**src/rtl/core/rwalk_pkg.sv**
```systemverilog
// rwalk_pkg: shared types, register codes and constants of the two-lane random walk
// holds the beat structs, the generator control/status structs and both state enums
// depends on nothing
`timescale 1ns / 1ps

package rwalk_pkg;

  // pcg32 lcg multiplier and the 31-bit fraction scale
  localparam logic [63:0] LCG_MULT = 64'd6364136223846793005;
  localparam logic [30:0] FRAC_ONE = 31'h7FFF_FFFF;

  // configuration register indexes
  localparam int unsigned CFG_IDX_W = 3;
  localparam logic [CFG_IDX_W-1:0] CFG_JUMP_THRESHOLD = 3'd0;
  localparam logic [CFG_IDX_W-1:0] CFG_MOVE_THRESHOLD = 3'd1;
  localparam logic [CFG_IDX_W-1:0] CFG_STEP_COUNT     = 3'd2;
  localparam logic [CFG_IDX_W-1:0] CFG_RNG_SEED       = 3'd3;
  localparam logic [CFG_IDX_W-1:0] CFG_RNG_SEQUENCE   = 3'd4;

  // register reset values
  localparam logic [30:0] JUMP_RESET = 31'd0;
  localparam logic [30:0] MOVE_RESET = 31'd1073741823;
  localparam logic [15:0] STEP_RESET = 16'd1;
  localparam logic [63:0] SEED_RESET = 64'd123456789;
  localparam logic [62:0] SEQ_RESET  = 63'd0;

  // generator reset: increment and the state just before the final seeding advance
  localparam logic [63:0] INC_RESET   = {SEQ_RESET, 1'b1};
  localparam logic [63:0] STATE_RESET = INC_RESET + SEED_RESET;

  // input and output beats
  typedef struct packed {
    logic signed [31:0] pos_x;
    logic               lane_y;
    logic               last_in;
  } in_beat_t;

  typedef struct packed {
    logic signed [31:0] new_x;
    logic               new_y;
    logic               last_out;
  } out_beat_t;

  // requests from the walk sequencer to the generator
  typedef struct packed {
    logic        start;
    logic        reseed;
    logic [63:0] seed;
    logic [62:0] seq;
  } rng_ctl_t;

  // generator status: draw is valid while done is high
  typedef struct packed {
    logic        busy;
    logic        done;
    logic [30:0] draw;
  } rng_sts_t;

  typedef enum logic [2:0] {
    RNG_IDLE,
    RNG_MUL_LL,
    RNG_MUL_HL,
    RNG_MUL_LH,
    RNG_ADD
  } rng_state_e;

  typedef enum logic [1:0] {
    WALK_IDLE,
    WALK_RUN,
    WALK_DONE
  } walk_state_e;

endpackage

```
**src/rtl/core/rwalk_rng.sv**
```systemverilog
// rwalk_rng: pcg32 xsh-rr generator built on one shared 32x32 multiplier
// one lcg advance runs three partial products, then the increment add
// depends on rwalk_pkg
`timescale 1ns / 1ps

module rwalk_rng import rwalk_pkg::*; (
  input  logic     clk_i,
  input  logic     rst_ni,
  input  rng_ctl_t ctl_i,
  output rng_sts_t sts_o
);

  rng_state_e  state_q, state_d;
  logic [63:0] lcg_q, lcg_d;
  logic [63:0] inc_q, inc_d;
  logic [63:0] acc_q, acc_d;
  logic [30:0] draw_q, draw_d;

  logic [31:0] mul_a, mul_b;
  logic [63:0] prod;
  logic [63:0] xs_shift;
  logic [31:0] xs_mixed;
  logic [63:0] xs_twice;
  logic [63:0] xs_rot;
  logic [63:0] new_inc;

  // xsh-rr output of the current (old) state
  assign xs_shift = (lcg_q ^ (lcg_q >> 18)) >> 27;
  assign xs_mixed = xs_shift[31:0];
  assign xs_twice = {xs_mixed, xs_mixed} >> lcg_q[63:59];
  assign xs_rot   = xs_twice;

  // shared multiplier operand select
  always_comb begin
    unique case (state_q)
      RNG_MUL_HL: begin
        mul_a = lcg_q[63:32];
        mul_b = LCG_MULT[31:0];
      end
      RNG_MUL_LH: begin
        mul_a = lcg_q[31:0];
        mul_b = LCG_MULT[63:32];
      end
      default: begin
        mul_a = lcg_q[31:0];
        mul_b = LCG_MULT[31:0];
      end
    endcase
  end

  assign prod    = 64'(mul_a) * 64'(mul_b);
  assign new_inc = {ctl_i.seq, 1'b1};

  // advance sequencer
  always_comb begin
    state_d = state_q;
    lcg_d   = lcg_q;
    inc_d   = inc_q;
    acc_d   = acc_q;
    draw_d  = draw_q;
    unique case (state_q)
      RNG_IDLE: begin
        if (ctl_i.start) state_d = RNG_MUL_LL;
      end
      RNG_MUL_LL: begin
        acc_d   = prod;
        draw_d  = xs_rot[30:0];
        state_d = RNG_MUL_HL;
      end
      RNG_MUL_HL: begin
        acc_d[63:32] = acc_q[63:32] + prod[31:0];
        state_d      = RNG_MUL_LH;
      end
      RNG_MUL_LH: begin
        acc_d[63:32] = acc_q[63:32] + prod[31:0];
        state_d      = RNG_ADD;
      end
      RNG_ADD: begin
        lcg_d   = acc_q + inc_q;
        state_d = ctl_i.start ? RNG_MUL_LL : RNG_IDLE;
      end
      default: state_d = RNG_IDLE;
    endcase
    // reseed: state = inc + seed, then one advance
    if (ctl_i.reseed) begin
      inc_d   = new_inc;
      lcg_d   = new_inc + ctl_i.seed;
      state_d = RNG_MUL_LL;
    end
  end

  always_ff @(posedge clk_i or negedge rst_ni) begin
    if (!rst_ni) begin
      state_q <= RNG_MUL_LL;
      lcg_q   <= STATE_RESET;
      inc_q   <= INC_RESET;
    end else begin
      state_q <= state_d;
      lcg_q   <= lcg_d;
      inc_q   <= inc_d;
    end
  end

  // datapath registers
  always_ff @(posedge clk_i) begin
    acc_q  <= acc_d;
    draw_q <= draw_d;
  end

  assign sts_o.busy = (state_q != RNG_IDLE);
  assign sts_o.done = (state_q == RNG_ADD);
  assign sts_o.draw = draw_q;

endmodule

```
**src/rtl/core/two_lane_random_walk_step_top.sv**
```systemverilog
// Draws: 1 or 2 draws per step, between step_count and 2*step_count draws per input beat.
// Throughput: one item at a time; the next input beat is taken only once the walk and the
//   generator are idle again; a stalled result holds the walk until taken.
// Reset: the control and configuration registers take their reset values and the generator
//   runs its final seeding advance before the first item is taken; a seed write does the same.
// depends on rwalk_pkg and rwalk_rng
`timescale 1ns / 1ps

module two_lane_random_walk_step_top import rwalk_pkg::*; #(
  parameter int unsigned POSITION_WIDTH = 32
) (
  input  logic                 clk_i,
  input  logic                 rst_ni,
  input  logic                 in_valid_i,
  output logic                 in_stall_o,
  input  in_beat_t             in_beat_i,
  output logic                 out_valid_o,
  input  logic                 out_stall_i,
  output out_beat_t            out_beat_o,
  input  logic                 cfg_we_i,
  input  logic [CFG_IDX_W-1:0] cfg_idx_i,
  input  logic [63:0]          cfg_wdata_i
);

  localparam logic [POSITION_WIDTH-1:0] XOne = POSITION_WIDTH'(1);

  // configuration registers
  logic [30:0] jump_q;
  logic [30:0] move_q;
  logic [15:0] steps_q;
  logic [62:0] seq_q;

  walk_state_e               state_q, state_d;
  logic [POSITION_WIDTH-1:0] x_q, x_d;
  logic                      y_q, y_d;
  logic                      last_q, last_d;
  logic [15:0]               cnt_q, cnt_d;
  logic                      second_q, second_d;
  logic                      out_valid_q, out_valid_d;
  out_beat_t                 out_q, out_d;

  rng_ctl_t    rng_ctl;
  rng_sts_t    rng_sts;
  logic        rng_start;
  logic        in_take;
  logic [63:0] pos_ext;
  logic [63:0] x_zext;
  logic [30:0] move_t;

  rwalk_rng u_rng (
    .clk_i (clk_i),
    .rst_ni(rst_ni),
    .ctl_i (rng_ctl),
    .sts_o (rng_sts)
  );

  // configuration writes
  always_ff @(posedge clk_i or negedge rst_ni) begin
    if (!rst_ni) begin
      jump_q  <= JUMP_RESET;
      move_q  <= MOVE_RESET;
      steps_q <= STEP_RESET;
      seq_q   <= SEQ_RESET;
    end else if (cfg_we_i) begin
      unique case (cfg_idx_i)
        CFG_JUMP_THRESHOLD: jump_q  <= cfg_wdata_i[30:0];
        CFG_MOVE_THRESHOLD: move_q  <= cfg_wdata_i[30:0];
        CFG_STEP_COUNT:     steps_q <= cfg_wdata_i[15:0];
        CFG_RNG_SEQUENCE:   seq_q   <= cfg_wdata_i[62:0];
        default: ;
      endcase
    end
  end

  assign rng_ctl.start  = rng_start;
  assign rng_ctl.reseed = cfg_we_i && (cfg_idx_i == CFG_RNG_SEED);
  assign rng_ctl.seed   = cfg_wdata_i;
  assign rng_ctl.seq    = seq_q;

  // input side only while both sequencers rest
  assign in_stall_o = !((state_q == WALK_IDLE) && !rng_sts.busy);
  assign in_take    = in_valid_i && !in_stall_o;

  assign pos_ext = 64'(in_beat_i.pos_x);
  assign x_zext  = 64'(x_q);
  assign move_t  = y_q ? move_q : (FRAC_ONE - move_q);

  // walk sequencer
  always_comb begin
    state_d     = state_q;
    x_d         = x_q;
    y_d         = y_q;
    last_d      = last_q;
    cnt_d       = cnt_q;
    second_d    = second_q;
    out_d       = out_q;
    out_valid_d = out_valid_q && out_stall_i;
    rng_start   = 1'b0;
    unique case (state_q)
      WALK_IDLE: begin
        if (in_take) begin
          x_d      = pos_ext[POSITION_WIDTH-1:0];
          y_d      = in_beat_i.lane_y;
          last_d   = in_beat_i.last_in;
          cnt_d    = steps_q;
          second_d = 1'b0;
          if (steps_q == 16'd0) begin
            state_d = WALK_DONE;
          end else begin
            rng_start = 1'b1;
            state_d   = WALK_RUN;
          end
        end
      end
      WALK_RUN: begin
        if (rng_sts.done) begin
          if (!second_q && (rng_sts.draw < jump_q)) begin
            // lane jump ends the step
            y_d = !y_q;
          end else if (!second_q) begin
            // no jump: draw again for the move direction
            second_d  = 1'b1;
            rng_start = 1'b1;
          end else if (rng_sts.draw > move_t) begin
            x_d = x_q + XOne;
          end else begin
            x_d = x_q - XOne;
          end
          // step end
          if (second_q || (rng_sts.draw < jump_q)) begin
            second_d = 1'b0;
            if (cnt_q == 16'd1) begin
              state_d = WALK_DONE;
            end else begin
              cnt_d     = cnt_q - 16'd1;
              rng_start = 1'b1;
            end
          end
        end
      end
      WALK_DONE: begin
        if (!out_valid_q || !out_stall_i) begin
          out_d.new_x    = x_zext[31:0];
          out_d.new_y    = y_q;
          out_d.last_out = last_q;
          out_valid_d    = 1'b1;
          state_d        = WALK_IDLE;
        end
      end
      default: state_d = WALK_IDLE;
    endcase
  end

  always_ff @(posedge clk_i or negedge rst_ni) begin
    if (!rst_ni) begin
      state_q     <= WALK_IDLE;
      second_q    <= 1'b0;
      cnt_q       <= 16'd0;
      out_valid_q <= 1'b0;
    end else begin
      state_q     <= state_d;
      second_q    <= second_d;
      cnt_q       <= cnt_d;
      out_valid_q <= out_valid_d;
    end
  end

  // payload registers
  always_ff @(posedge clk_i) begin
    x_q    <= x_d;
    y_q    <= y_d;
    last_q <= last_d;
    out_q  <= out_d;
  end

  assign out_valid_o = out_valid_q;
  assign out_beat_o  = out_q;

endmodule
```
**config.mk**
```make
export PLATFORM = sky130hd
export DESIGN_NAME = two_lane_random_walk_step_top
export DESIGN_NICKNAME = d
export VERILOG_FILES = /design/src/rtl/core/rwalk_pkg.sv /design/src/rtl/core/rwalk_rng.sv /design/src/rtl/core/two_lane_random_walk_step_top.sv
export SDC_FILE = /design/constraint.sdc
export NUM_CORES = 2
export LEC_CHECK = 0
export BUFFER_PORTS_ARGS = -buffer_cell sky130_fd_sc_hd__buf_2
export CAP_MARGIN = 20
export CORE_ASPECT_RATIO = 1.75
export CORE_MARGIN = 3
export CORE_UTILIZATION = 45
export CTS_CLUSTER_SIZE = 10
export DETAILED_ROUTE_END_ITERATION = 12
export PLACE_DENSITY = 0.68
export RECOVER_POWER = 25
export SLEW_MARGIN = 0
export SYNTH_ARGS = -nofsm -noshare
export SYNTH_HDL_FRONTEND = slang
export SYNTH_SLANG_ARGS = --single-unit
export TNS_END_PERCENT = 100
```
**constraint.sdc**
```tcl
create_clock -name clk_i -period 11.5 [get_ports clk_i]
set_clock_uncertainty 0.2 [all_clocks]
set_input_delay 2.3 -clock clk_i [delete_from_list [all_inputs] [get_ports clk_i]]
set_output_delay 2.3 -clock clk_i [all_outputs]
set_load 0.05 [all_outputs]
```
==> flow_summary_export.csv <==
group,metric,value,unit
outcome,status,"finished with violations",
outcome,violations,"max-capacitance violations, max-slew violations",
hold_path,hold_path_end,"out_beat_o[0]$_DFFE_PP_",
global_route,grt_pass1_wl,270,mm
critical_path,crit_slowest_cell,"and2_1",
global_route,overflow,0,
floorplan,chipHeight,462,um
hold_path,hold_depth,0,
clocking,post-cts-setup-buffers,0,
critical_path,cp-end-kind,"flip-flop",
final_layout,final_layout_size_suffix_gt1_share,9.22,%
synthesis,ys_seq_elements,454,
clocking,root_buffer,"clkbuf_16",
floorplan,ios,142,
synthesis,yosys.area.top_type_share,20.5,%
final_layout,multiInputGateArea,37900,um^2
synthesis,ys_types,93,
hold_path,hp-class,"flip-flop to flip-flop",
clocking,cts_sinks,454,
sta,rsz0062_at_grt,"false",
critical_path,regToRegSetupSlack,0.81,ns
drt,vias_per_cell,5.78,
drt,drt-pass1-iter-count,5,
floorplan,die_x,267,um
placed_design,gp_congestion,1.05,
synthesis,async_reset_ff_share,64.1,%
job,cap_violations,5,
final_layout,nNetsFinal,7032,
critical_path,max_stage_delay,0.64,ns
drt,wl,179,mm
synthesis,synth-seq-area-share,22.9,%
floorplan,row_count,166,
sta,finalCritPeriodShare,93.0,%
synthesis,postSynthAreaPerCell,9.57,um^2
final_layout,fillers,11000,
drt,ant_nets,0,
final_layout,regArea,12200,um^2
floorplan,die_area,123000,um^2
synthesis,synth_top_area_cell,"fa_1",
clocking,post_cts_resized,0,
clocking,h-tree-depth,2,
floorplan,start_util,45.5,%
clocking,ctsHoldBuffers,0,
clocking,cts_tree,"yes",
sta,slew-limit-headroom,-250,%
clocking,clockBufferDepth,3,
global_route,grt_util_all_layers,29.3,%
synthesis,synth_cells,5588,
sta,fmax,0.0935,GHz
drt,drtIter0Drc,2465,
critical_path,cp.required,11.69,ns
hold_path,min_from,"last_q$_DFFE_PP_",
critical_path,crit_fanout,19,
critical_path,reg2reg_from,"u_rng.state_q[0]$_DFFE_PN1P_",
sta,setup_violations,0,
critical_path,worstSetupPathType,"flip-flop to flip-flop",
synthesis,synth_warnings,0,
final_layout,synthToLayoutAreaGrowth,7.71,%
synthesis,syn-cell-area,53500,um^2
global_route,grt_max_degree,95,
clocking,cts_inserted_buffers,52,
sta,hold_viol,0,
drt,vias,41900,
placed_design,port_buffers,141,
final_layout,final_core_utilization,49.0,%
clocking,cts.clk_slew.worst_paths,0.06,ns
synthesis,ys_top_cells_by_area,"fa_1, ha_1, dfrtp_1",
critical_path,r2r_cells,35,
sta,maxSlewViolCount,223,
global_route,antenna_found_initial,4,
placed_design,dp_hpwl,148,mm
sta,post-route-min-period,10.69,ns
critical_path,r2r-end,"u_rng.acc_q[62]$_DFFE_PP_",
drt,wire_per_inst,24.7,um
drt,drc_errors,0,
sta,fin_tns_setup,0,ns
global_route,grt_pass1_vias,45000,
critical_path,cp.arrival,10.88,ns
synthesis,ys.flop_type,"dfrtp_1",
floorplan,core,118000,um^2
sta,worst_slew_pin_slew,5.25,ns
clocking,clock_latency,0.64,ns
synthesis,synth_edf_count,163,
critical_path,start_kind,"flip-flop",
worst max-delay path by stage:
| stage | startpoint | endpoint | slack (ns) | cells past startpoint |
|---|---|---|---|---|
| floorplan | u_rng.state_q[1]$_DFFE_PN0P_ | u_rng.acc_q[62]$_DFFE_PP_ | 1.63 | 38 |
| global placement | u_rng.state_q[2]$_DFFE_PN0P_ | u_rng.acc_q[62]$_DFFE_PP_ | 1.15 | 34 |
| detailed placement | u_rng.state_q[2]$_DFFE_PN0P_ | u_rng.acc_q[62]$_DFFE_PP_ | 1.0 | 34 |
| CTS | u_rng.state_q[2]$_DFFE_PN0P_ | u_rng.acc_q[62]$_DFFE_PP_ | 1.01 | 34 |
| global route | u_rng.state_q[0]$_DFFE_PN1P_ | u_rng.acc_q[62]$_DFFE_PP_ | 0.49 | 35 |
| finish | u_rng.state_q[0]$_DFFE_PN1P_ | u_rng.acc_q[62]$_DFFE_PP_ | 0.81 | 35 |
metrics by stage:
stage / hold WS [ns] / cell area, um^2 / instances / setup slack, ns
final: 0.224 / 57600 / 7244 / 0.809
after global routing: 0.240 / 57600 / 7242 / 0.489
after CTS: 0.224 / 57700 / 7240 / 1.01
after detailed placement: 0.211 / 56100 / 7148 / 0.996
after global placement: 0.206 / 56100 / 7147 / 1.15
after floorplan: 0.200 / 53600 / 5617 / 1.63
layout by cell type (no fill, tap or decap), types with 43 or more instances in the layout:
cell,instances
inv_1,728
ha_1,686
nand2_1,557
fa_1,549
a21oi_1,378
nor2_1,302
o21ai_0,280
dfrtp_1,243
edfxtp_1,163
a21o_1,155
buf_2,139
xor2_1,137
mux2_2,135
xnor2_1,131
mux2i_1,77
buf_4,73
nand3_1,65
nand4_1,61
clkbuf_16,54
a31oi_1,52
nand2b_1,50
dfstp_2,48
nor3_1,46
o21bai_1,46
a211oi_1,45
and3_1,44
clkbuf_1,43
cell usage after synthesis (16+ instances only):
| cell | number |
|---|---|
| inv_1 | 728 |
| xnor2_1 | 131 |
| dfrtp_1 | 243 |
| o21bai_1 | 46 |
| nor3_1 | 47 |
| and3_1 | 45 |
| mux2i_1 | 78 |
| o211ai_1 | 24 |
| or2_2 | 22 |
| mux2_2 | 135 |
| xor2_1 | 137 |
| fa_1 | 549 |
| nand2_1 | 558 |
| buf_1 | 28 |
| nand4_1 | 61 |
| clkbuf_1 | 164 |
| a21oi_1 | 379 |
| o21a_1 | 22 |
| a31oi_1 | 52 |
| nor4_1 | 18 |
| a21o_1 | 155 |
| nand2b_1 | 52 |
| and2_1 | 30 |
| o31ai_1 | 16 |
| nor2b_1 | 38 |
| nand3_1 | 66 |
| o21ai_0 | 279 |
| a211oi_1 | 45 |
| nor2_1 | 303 |
| or3_1 | 16 |
| ha_1 | 686 |
| a21boi_0 | 18 |
| edfxtp_1 | 163 |
| dfstp_2 | 48 |
routing by layer:
metal	track usage [%]	routed length [um]	vias up	part of all wire [%]
li1	-	-	19200	-
met1	27.8	57800	20600	32
met2	54.5	92600	1372	52
met3	3.18	7460	667	4.2
met4	27.9	21400	2	12
met5	0	12	-	0.0067
sequential cells by signal (all words and copies together) (netlist names):
signal and flops:
out_valid_o 1, y_q 1, x_q 32, steps_q 16
seq_q 63, u_rng.acc_q 64, u_rng.draw_q 31, u_rng.state_q 3
second_q 1, move_q 31, cnt_q 16, u_rng.inc_q 63
state_q 2, u_rng.lcg_q 64, jump_q 31, out_beat_o 34
last_q 1
critical path, delay by kind of cell, from the launching register on:
kind | cells | cell delay (ns)
adders and majority gates | 10 | 4.01
and+or+nand+nor | 7 | 1.32
xor gates and xnor gates | 2 | 0.44
DFF | 1 | 0.53
AOI/OAI and AO/OA | 11 | 2.63
buffers and inverters | 5 | 1.29
cell families (layout without fill, tap and decap cells):
family | Yosys count | count (layout) | share of synthesized area [%]
AOI/OAI and AO/OA | 1180 | 1180 | 13.8
xor gates and xnor gates | 268 | 268 | 4.39
adders and majority gates | 1235 | 1235 | 36.6
buffers and inverters | 930 | 1042 | 6.57
DFF | 454 | 454 | 22.9
muxes | 223 | 223 | 4.72
other | 2 | 34 | 0.0140
and+or+nand+nor | 1296 | 1296 | 11.0
final cells by class:
class / count / share of cell area, %
clock inverter: 2 / 0.0499
inverter: 729 / 4.75
timing repair buffer: 221 / 2.27
clock buffer: 90 / 2.58
tap: 1512 / 3.28
antenna: 3 / 0.0130
multi-input combinational: 4233 / 65.8
sequential: 454 / 21.2
Power is left out: the tool's default activity adds up to more than one toggle a clock period on the data nets, which glitch-free logic cannot reach.
